$ cat config.mk
export PLATFORM = sky130hd
export DESIGN_NAME = sync_header_packet_deframer_flat
export DESIGN_NICKNAME = d
export VERILOG_FILES = /design/src/rtl/shpd_pkg.sv /design/src/rtl/shpd_if.sv /design/src/rtl/shpd_front.sv /design/src/rtl/shpd_queue.sv /design/src/rtl/shpd_back.sv /design/src/rtl/sync_header_packet_deframer.sv /design/src/flat_wrapper.sv
export SDC_FILE = /design/constraint.sdc
export NUM_CORES = 1
export LEC_CHECK = 0
export ABC_AREA = 1
export BUFFER_PORTS_ARGS = -buffer_cell sky130_fd_sc_hd__buf_2
export CAP_MARGIN = 40
export CORE_UTILIZATION = 50
export CTS_CLUSTER_DIAMETER = 120
export DETAILED_ROUTE_END_ITERATION = 10
export PLACE_DENSITY = 0.71
export RECOVER_POWER = 25
export SETUP_SLACK_MARGIN = 0.4
export SLEW_MARGIN = 20
export SYNTH_ARGS = -nofsm -noshare
export SYNTH_HDL_FRONTEND = slang
export SYNTH_SLANG_ARGS = --single-unit
export TNS_END_PERCENT = 1
$ cat constraint.sdc
create_clock -name clk -period 15.7 [get_ports clk]
set_input_delay 1.57 -clock clk [delete_from_list [all_inputs] [get_ports clk]]
set_output_delay 1.57 -clock clk [all_outputs]
set_load 0.03 [all_outputs]
$ cat src/rtl/shpd_pkg.sv
package shpd_pkg;

  // configuration register indexes
  localparam int CFG_IDX_W = 2;

  typedef enum logic [CFG_IDX_W-1:0] {
    CFG_SYNC_PATTERN   = 2'd0,
    CFG_MIN_PACKET_LEN = 2'd1,
    CFG_ENABLE         = 2'd2
  } cfg_idx_e;

  // register values seen by the front end
  typedef struct packed {
    logic [31:0] sync_pattern;
    logic [7:0]  min_packet_len;
    logic        enable;
  } cfg_t;

  // kind of a queue entry: one body byte or a whole buffered header
  typedef enum logic {
    ENT_BODY   = 1'b0,
    ENT_HEADER = 1'b1
  } entry_kind_e;

endpackage

$ cat src/rtl/shpd_if.sv
// input byte channel
interface shpd_in_if;
  logic       valid;
  logic       ready;
  logic [7:0] data_byte;

  modport source (output valid, output data_byte, input ready);
  modport sink (input valid, input data_byte, output ready);
endinterface

// recovered packet byte channel
interface shpd_out_if;
  logic       valid;
  logic       ready;
  logic [7:0] packet_byte;
  logic       packet_first;
  logic       packet_last;
  logic       run_last;

  modport source (output valid, output packet_byte, output packet_first,
                  output packet_last, output run_last, input ready);
  modport sink (input valid, input packet_byte, input packet_first,
                input packet_last, input run_last, output ready);
endinterface

$ cat src/rtl/shpd_front.sv
module shpd_front #(
  parameter int SYNC_LEN = 4
) (
  input  logic                       clk,
  input  logic                       rst,
  input  shpd_pkg::cfg_t             cfg,
  input  logic                       in_valid,
  input  logic [7:0]                 in_data,
  output logic                       in_ready,
  output logic                       push,
  output logic [8*(SYNC_LEN+1)+1:0]  push_data,
  input  logic                       q_full
);

  localparam int HDR_LEN = SYNC_LEN + 1;
  localparam int WIN_W   = 8 * HDR_LEN;
  localparam int SYNC_W  = 8 * SYNC_LEN;
  localparam int FILL_W  = $clog2(HDR_LEN + 1);
  localparam logic [7:0]        HDR_LEN_B  = 8'(HDR_LEN);
  localparam logic [FILL_W-1:0] HDR_LEN_F  = FILL_W'(HDR_LEN);
  localparam logic ENT_BODY_BIT   = logic'(shpd_pkg::ENT_BODY);
  localparam logic ENT_HEADER_BIT = logic'(shpd_pkg::ENT_HEADER);

  logic [WIN_W-1:0]  window, window_next;
  logic [FILL_W-1:0] fill, fill_next;
  logic              in_packet, in_packet_next;
  logic [7:0]        remaining, remaining_next;

  logic [WIN_W-1:0]  shifted;
  logic [63:0]       pat_ext;
  logic [SYNC_W-1:0] sync_ref;
  logic [7:0]        len;
  logic              act;
  logic              body_last;

  // leading sync bytes beyond the register width are expected to be zero
  assign pat_ext  = {32'd0, cfg.sync_pattern};
  assign sync_ref = pat_ext[SYNC_W-1:0];

  // a disabled block drops bytes, so it never stalls the link
  assign in_ready = !cfg.enable || !q_full;
  assign act      = in_valid && in_ready && cfg.enable;

  assign shifted   = {window[WIN_W-9:0], in_data};
  assign len       = shifted[7:0];
  assign body_last = (remaining - 8'd1) == 8'd0;

  // hunting and body pass-through
  always_comb begin
    window_next    = window;
    fill_next      = fill;
    in_packet_next = in_packet;
    remaining_next = remaining;
    push           = 1'b0;
    push_data      = {ENT_BODY_BIT, 1'b0, {(WIN_W-8){1'b0}}, in_data};
    if (act) begin
      if (in_packet) begin
        remaining_next = remaining - 8'd1;
        push           = 1'b1;
        push_data      = {ENT_BODY_BIT, body_last, {(WIN_W-8){1'b0}}, in_data};
        if (body_last) begin
          in_packet_next = 1'b0;
          window_next    = '0;
          fill_next      = '0;
        end
      end else begin
        window_next = shifted;
        if (fill < HDR_LEN_F) begin
          fill_next = fill + FILL_W'(1);
        end
        if (fill_next == HDR_LEN_F && shifted[WIN_W-1:8] == sync_ref &&
            len >= cfg.min_packet_len && len >= HDR_LEN_B) begin
          push      = 1'b1;
          push_data = {ENT_HEADER_BIT, len == HDR_LEN_B, shifted};
          if (len == HDR_LEN_B) begin
            window_next = '0;
            fill_next   = '0;
          end else begin
            in_packet_next = 1'b1;
            remaining_next = len - HDR_LEN_B;
          end
        end
      end
    end
  end

  // state registers
  always_ff @(posedge clk) begin
    if (rst) begin
      window    <= '0;
      fill      <= '0;
      in_packet <= 1'b0;
      remaining <= '0;
    end else begin
      window    <= window_next;
      fill      <= fill_next;
      in_packet <= in_packet_next;
      remaining <= remaining_next;
    end
  end

endmodule

$ cat src/rtl/shpd_queue.sv
module shpd_queue #(
  parameter int WIDTH = 42,
  parameter int DEPTH = 4
) (
  input  logic             clk,
  input  logic             rst,
  input  logic             push,
  input  logic [WIDTH-1:0] push_data,
  output logic             full,
  input  logic             pop,
  output logic [WIDTH-1:0] pop_data,
  output logic             empty
);

  localparam int PTR_W = $clog2(DEPTH);
  localparam int CNT_W = $clog2(DEPTH + 1);
  localparam logic [PTR_W-1:0] LAST_PTR = PTR_W'(DEPTH - 1);
  localparam logic [CNT_W-1:0] DEPTH_C  = CNT_W'(DEPTH);

  logic [WIDTH-1:0] mem [DEPTH];
  logic [PTR_W-1:0] wr_ptr, rd_ptr;
  logic [CNT_W-1:0] count;
  logic             do_push, do_pop;

  assign full     = count == DEPTH_C;
  assign empty    = count == '0;
  assign do_push  = push && !full;
  assign do_pop   = pop && !empty;
  assign pop_data = mem[rd_ptr];

  // entry storage
  always_ff @(posedge clk) begin
    if (do_push) begin
      mem[wr_ptr] <= push_data;
    end
  end

  // pointers and fill level
  always_ff @(posedge clk) begin
    if (rst) begin
      wr_ptr <= '0;
      rd_ptr <= '0;
      count  <= '0;
    end else begin
      if (do_push) begin
        wr_ptr <= (wr_ptr == LAST_PTR) ? '0 : wr_ptr + PTR_W'(1);
      end
      if (do_pop) begin
        rd_ptr <= (rd_ptr == LAST_PTR) ? '0 : rd_ptr + PTR_W'(1);
      end
      if (do_push && !do_pop) begin
        count <= count + CNT_W'(1);
      end else if (do_pop && !do_push) begin
        count <= count - CNT_W'(1);
      end
    end
  end

endmodule

$ cat src/rtl/shpd_back.sv
module shpd_back #(
  parameter int SYNC_LEN = 4
) (
  input  logic                      clk,
  input  logic                      rst,
  input  logic [8*(SYNC_LEN+1)+1:0] q_data,
  input  logic                      q_empty,
  output logic                      q_pop,
  output logic                      out_valid,
  input  logic                      out_ready,
  output logic [7:0]                packet_byte,
  output logic                      packet_first,
  output logic                      packet_last,
  output logic                      run_last
);

  localparam int HDR_LEN = SYNC_LEN + 1;
  localparam int WIN_W   = 8 * HDR_LEN;
  localparam int IDX_W   = $clog2(HDR_LEN);
  localparam logic [IDX_W-1:0] LAST_IDX = IDX_W'(HDR_LEN - 1);

  logic                  cur_valid;
  shpd_pkg::entry_kind_e cur_kind;
  logic                  cur_last;
  logic [WIN_W-1:0]      cur_data;
  logic [IDX_W-1:0]      idx;

  logic             is_hdr, endh, item_done, out_fire;
  logic [IDX_W-1:0] rev;
  logic [7:0]       hdr_byte;

  // header bytes go out first byte first, from the top of the window
  assign rev      = LAST_IDX - idx;
  assign hdr_byte = cur_data[{rev, 3'b000} +: 8];

  assign is_hdr    = cur_kind == shpd_pkg::ENT_HEADER;
  assign endh      = idx == LAST_IDX;
  assign item_done = !is_hdr || endh;
  assign out_fire  = out_valid && out_ready;
  assign q_pop     = !q_empty && (!cur_valid || (out_fire && item_done));

  // output fields
  assign out_valid    = cur_valid;
  assign packet_byte  = is_hdr ? hdr_byte : cur_data[7:0];
  assign packet_first = is_hdr && idx == '0;
  assign packet_last  = is_hdr ? (endh && cur_last) : cur_last;
  assign run_last     = is_hdr ? endh : 1'b1;

  // entry occupancy and header byte counter
  always_ff @(posedge clk) begin
    if (rst) begin
      cur_valid <= 1'b0;
      idx       <= '0;
    end else if (q_pop) begin
      cur_valid <= 1'b1;
      idx       <= '0;
    end else if (out_fire) begin
      if (item_done) begin
        cur_valid <= 1'b0;
      end else begin
        idx <= idx + IDX_W'(1);
      end
    end
  end

  // entry payload
  always_ff @(posedge clk) begin
    if (q_pop) begin
      cur_kind <= shpd_pkg::entry_kind_e'(q_data[WIN_W+1]);
      cur_last <= q_data[WIN_W];
      cur_data <= q_data[WIN_W-1:0];
    end
  end

endmodule

$ cat src/rtl/sync_header_packet_deframer.sv
// channel   dir   payload                                          handshake
// in_ch     in    data_byte                                        valid/ready
// out_ch    out   packet_byte packet_first packet_last run_last    valid/ready
// cfg       in    cfg_index cfg_data                               cfg_we, no wait
//
// One input byte is taken per cycle while the queue has room. A matched header
// leaves as SYNC_LEN+1 output items, one per cycle from the back end while
// out_ch.ready is high; body bytes leave one each. Body bytes behind a header
// wait in the queue, and its SYNC_LEN+2 entries absorb that backlog, so
// in_ch.ready drops only while out_ch.ready is held low and the queue fills.
// Reset: registers take their reset values, window empty, queue empty.
module sync_header_packet_deframer #(
  parameter int SYNC_LEN    = 4
) (
  input  logic                           clk,
  input  logic                           rst,
  input  logic                           cfg_we,
  input  logic [shpd_pkg::CFG_IDX_W-1:0] cfg_index,
  input  logic [31:0]                    cfg_data,
  shpd_in_if.sink                        in_ch,
  shpd_out_if.source                     out_ch
);

  localparam int ENTRY_W     = 8 * (SYNC_LEN + 1) + 2;
  localparam int QUEUE_DEPTH = SYNC_LEN + 2;

  shpd_pkg::cfg_t   cfg;
  logic             push, q_full, q_pop, q_empty;
  logic [ENTRY_W-1:0] push_data, q_data;

  // configuration registers
  always_ff @(posedge clk) begin
    if (rst) begin
      cfg.sync_pattern   <= 32'd0;
      cfg.min_packet_len <= 8'd5;
      cfg.enable         <= 1'b0;
    end else if (cfg_we) begin
      unique case (cfg_index)
        shpd_pkg::CFG_SYNC_PATTERN:   cfg.sync_pattern   <= cfg_data;
        shpd_pkg::CFG_MIN_PACKET_LEN: cfg.min_packet_len <= cfg_data[7:0];
        shpd_pkg::CFG_ENABLE:         cfg.enable         <= cfg_data[0];
        default: ;
      endcase
    end
  end

  // hunting and classification
  shpd_front #(.SYNC_LEN(SYNC_LEN)) u_front (
    .clk       (clk),
    .rst       (rst),
    .cfg       (cfg),
    .in_valid  (in_ch.valid),
    .in_data   (in_ch.data_byte),
    .in_ready  (in_ch.ready),
    .push      (push),
    .push_data (push_data),
    .q_full    (q_full)
  );

  // entry queue between front and back
  shpd_queue #(.WIDTH(ENTRY_W), .DEPTH(QUEUE_DEPTH)) u_queue (
    .clk       (clk),
    .rst       (rst),
    .push      (push),
    .push_data (push_data),
    .full      (q_full),
    .pop       (q_pop),
    .pop_data  (q_data),
    .empty     (q_empty)
  );

  // byte emission
  shpd_back #(.SYNC_LEN(SYNC_LEN)) u_back (
    .clk          (clk),
    .rst          (rst),
    .q_data       (q_data),
    .q_empty      (q_empty),
    .q_pop        (q_pop),
    .out_valid    (out_ch.valid),
    .out_ready    (out_ch.ready),
    .packet_byte  (out_ch.packet_byte),
    .packet_first (out_ch.packet_first),
    .packet_last  (out_ch.packet_last),
    .run_last     (out_ch.run_last)
  );

endmodule

$ cat src/flat_wrapper.sv
// flat-port wrapper written by rule: the top's interface ports become plain ports
module sync_header_packet_deframer_flat 
#(
  parameter int SYNC_LEN    = 4
)
  (clk, rst, cfg_we, cfg_index, cfg_data, in_ch_valid, in_ch_data_byte, in_ch_ready, out_ch_valid, out_ch_packet_byte, out_ch_packet_first, out_ch_packet_last, out_ch_run_last, out_ch_ready);
  shpd_in_if in_ch_i ();
  shpd_out_if out_ch_i ();
  input  logic clk;
  input  logic rst;
  input  logic cfg_we;
  input  logic [shpd_pkg::CFG_IDX_W-1:0] cfg_index;
  input  logic [31:0] cfg_data;
  input wire logic [$bits(in_ch_i.valid)-1:0] in_ch_valid;
  input wire logic [$bits(in_ch_i.data_byte)-1:0] in_ch_data_byte;
  output wire logic [$bits(in_ch_i.ready)-1:0] in_ch_ready;
  output wire logic [$bits(out_ch_i.valid)-1:0] out_ch_valid;
  output wire logic [$bits(out_ch_i.packet_byte)-1:0] out_ch_packet_byte;
  output wire logic [$bits(out_ch_i.packet_first)-1:0] out_ch_packet_first;
  output wire logic [$bits(out_ch_i.packet_last)-1:0] out_ch_packet_last;
  output wire logic [$bits(out_ch_i.run_last)-1:0] out_ch_run_last;
  input wire logic [$bits(out_ch_i.ready)-1:0] out_ch_ready;
  assign in_ch_i.valid = in_ch_valid;
  assign in_ch_i.data_byte = in_ch_data_byte;
  assign in_ch_ready = in_ch_i.ready;
  assign out_ch_valid = out_ch_i.valid;
  assign out_ch_packet_byte = out_ch_i.packet_byte;
  assign out_ch_packet_first = out_ch_i.packet_first;
  assign out_ch_packet_last = out_ch_i.packet_last;
  assign out_ch_run_last = out_ch_i.run_last;
  assign out_ch_i.ready = out_ch_ready;
  sync_header_packet_deframer #(.SYNC_LEN(SYNC_LEN)) u_core (.clk(clk), .rst(rst), .cfg_we(cfg_we), .cfg_index(cfg_index), .cfg_data(cfg_data), .in_ch(in_ch_i), .out_ch(out_ch_i));
endmodule
==> qor.csv <==
stage,metric,value,unit
status,status,"finished, violations left",
status,violations,"max-capacitance violations, max-slew violations",
clock_network,numCtsBuffers,41,
global_routing,groute.usage.overall,0.234,
worst_setup_path,cpPeakStageDelay,2.26,ns
synthesis,synth.avg_cell_area,10.2,um2
final_layout,multi_input_area,5090,um2
clock_network,clk_pin_slew,0.06,ns
sta,max_freq,145,MHz
floorplan,io_pins,60,
floorplan,die_x,185,um
drt,drt_wl_total,39500,um
pwr,clkPwrFrac,0.343,
sta,finalHoldViolCount,0,
floorplan,core_area,32700,um2
floorplan,row_count,66,
worst_setup_path,path_class,flip-flop to flip-flop,
floorplan,initial_core_util,0.511,
synthesis,yosys_warnings,0,
floorplan,dieArea,34100,um2
worst_setup_path,cp.arrival,7.14,ns
sta,slew-limit-headroom,-0.951,
final_layout,post_layout_nonfiller_instances,2151,
pwr,switching_share,0.298,
sta,period_minus_slack,6.91,ns
drt,ant_nets,0,
synthesis,ys_seq_area_frac,0.646,
synthesis,syn-cell-area,16700,um2
worst_setup_path,cp-end-kind,flip-flop,
clock_network,cts_sinks,392,
sta,slew_viol_final,296,
pwr,irDropWorstVdd,93.7,uV
sta,fin_crit_sh,0.440,
drt,routedWlPerCell,18.3,um
final_layout,regArea,10800,um2
worst_setup_path,cp_common_cell,clkbuf_1,
global_routing,overflow,0,
sta,rsz0062_at_grt,no,
synthesis,synthArstFlopShare,0,
pwr,p_comb_frac,0.201,
placement,post-place-cells,2073,
synthesis,synth-edff-count,294,
worst_setup_path,cpLargestDelayFamily,buffers and inverters,
synthesis,synth.area.top_cells,"edfxtp_1 53%, dfxtp_1 12%, nand2_1 6.6%",
pwr,power_frac_seq,0.456,
final_layout,syn_to_final_growth,11.9,%
drt,via_per_inst,5.51,
clock_network,hold_buffers,0,
drt,route.detailed.drc,0,
clock_network,root_buffer,clkbuf_16,
sta,finClkSkew,0.0129,ns
worst_setup_path,critPathLaunchType,flip-flop,
global_routing,grt_pass1_wl,60700,um
pwr,p_int,0.00194,W
synthesis,yosys_most_used_dff,edfxtp_1,
final_layout,nets,1742,
placement,routabilityCongestion,0.913,
sta,worstMarginPinSlew,2.93,ns
floorplan,die_height,185,um
synthesis,ys_types,44,
worst_hold_path,hp-class,flip-flop to flip-flop,
clock_network,post-cts-setup-buffer-count,0,
final_layout,fill_cells,2794,
worst_setup_path,crit_fanout,67,
synthesis,netlist_instances,1640,
run,cap_violations,5,
worst_setup_path,critPathBufInv,3,
clock_network,cts_tree,built,
drt,dr.pass1.iters,5,
global_routing,grt_max_degree,87,
pwr,switchingPower,0.000824,W
synthesis,yosysTopAreaCellShare,0.528,
global_routing,antenna_found_initial,0,
pwr,power_density,148,nW/um2
synthesis,synth-seq-cells,392,
final_layout,n_antenna_cell,0,
synthesis,syn-num-nets,1706,
clock_network,htreeDepth,2,
clock_network,clk-insertion-delay-late,0.53,ns
clock_network,post_cts_resized,0,
worst_setup_path,worst_ep_required_time,15.93,ns
sta,worst_slack,8.79,ns
clock_network,cts.path.max_buffers,3,
worst_setup_path,crit_chain,"clkbuf_1, clkinvlp_2, clkbuf_1, nand3_1, o311ai_0, nand2_1, o21ai_0",
pwr,leakage,6.64,nW
placement,dp_hpwl,24900,um
placement,dp_slack,11.16,ns
final_layout,layout-drive-gt1-share,0.0889,
global_routing,grt_pass1_vias,11215,
final_layout,fin_util,0.572,
sta,setup-violations-final,0,
drt,vias,11856,
worst_setup_path,slowest_stage,clkinvlp_2,
drt,drtIter0Drc,1013,
sta,finalSetupTns,0,ns
placement,io_buffers,59,
sta,worst_hold_slack,0.471,ns
synthesis,synth_top_cell_by_area,edfxtp_1,
-- through the flow --
stage | total power [W] | cell area [um2]
finish | 0.00276 | 18700
global route | 0.00288 | 18700
CTS | 0.00277 | 18700
detailed placement | 0.00183 | 17400
global placement | 0.00181 | 17300
floorplan | 0.00163 | 16700
-- registers in the layout (all words and copies together) (netlist names) --
name	count
u_core.u_queue.mem	252
u_core.cfg	41
u_core.u_back.cur_data	40
u_core.u_front.window	32
u_core.u_front.remaining	8
u_core.u_back.idx	3
u_core.u_front.fill	3
u_core.u_queue.count	3
u_core.u_queue.rd_ptr	3
u_core.u_queue.wr_ptr	3
u_core.u_back.cur_kind	1
u_core.u_back.cur_last	1
u_core.u_back.out_valid	1
u_core.u_front.in_packet	1
-- kinds of logic (layout without fill, tap and decap cells) --
| group | Yosys count | count (layout) | share of synthesized area |
|---|---|---|---|
| AO/OA/AOI/OAI | 322 | 322 | 0.110 |
| XOR/XNOR | 23 | 23 | 0.0121 |
| adder cells (fa/ha/maj) | 19 | 19 | 0.0147 |
| buffers and inverters | 210 | 279 | 0.0506 |
| flip-flops | 392 | 392 | 0.646 |
| multiplexers | 1 | 1 | 0.000599 |
| AND/OR/NAND/NOR | 673 | 673 | 0.167 |
-- cells in the mapped netlist, drive strengths merged (2+ instances only) --
master and number:
a21oi 91, a31oi 8, buf 26, clkbuf 65, clkinv 4, dfxtp 98, edfxtp 294, ha 18
inv 115, nand2 298, nand3 67, nand3b 2, nand4 10, nor2 249, nor3 44, o211ai 9
o21ai 155, o22ai 12, o311ai 42, xnor2 17, xor2 6
-- metal layers --
metal,vias up,global-route usage,routed length (um)
li1,5738,-,-
met1,5665,0.322,17200
met2,395,0.386,18600
met3,58,0.0370,2830
met4,0,0.0615,752
met5,-,0,0
-- worst register-to-register path, stage by stage, from the launching register on --
cell and delay (ns):
dfxtp_1 0.96, clkbuf_1 0.92, clkinvlp_2 2.27, clkbuf_1 1.54, nand3_1 0.41, o311ai_0 0.21, nand2_1 0.10, o21ai_0 0.20
-- area by class of cell --
class | count | share of cell area
Sequential cell | 392 | 0.577
Multi-Input combinational cell | 1038 | 0.272
Clock buffer | 57 | 0.0609
Tap cell | 442 | 0.0296
Timing Repair Buffer | 84 | 0.0265
Inverter | 119 | 0.0240
Clock inverter | 19 | 0.00957
-- power by group through the flow --
stage	Combinational, W	Clock (W)	Sequential, W
final	0.000556	0.000947	0.00126
after global routing	0.000615	0.000997	0.00127
after CTS	0.000549	0.000960	0.00126
after detailed placement	0.000546	0	0.00128
after global placement	0.000528	0	0.00128
after floorplan	0.000374	0	0.00126
-- path summary, 6_finish.rpt --
kind                                end  cells after the start                     start  slack, ns
min                       u_core.cfg[5]                      2             u_core.cfg[5]       0.47
max reg2reg  u_core.u_back.cur_data[26]                      7  u_core.u_queue.rd_ptr[0]       8.79
min reg2reg               u_core.cfg[5]                      2             u_core.cfg[5]       0.47
max          u_core.u_back.cur_data[26]                      7  u_core.u_queue.rd_ptr[0]       8.79
-- cell usage in the layout, fill, tap and decap left out, types with 15 or more instances in the layout --
cell,count
edfxtp_1,294
nand3_1,66
nand2_1,294
clkbuf_1,31
inv_1,106
buf_2,48
a21oi_1,91
ha_1,18
nor3_1,38
dfxtp_1,96
clkbuf_16,43
xnor2_1,17
o21ai_0,154
nor2_1,242
buf_4,15
o311ai_0,42
(Power assumes the default switching activity.)
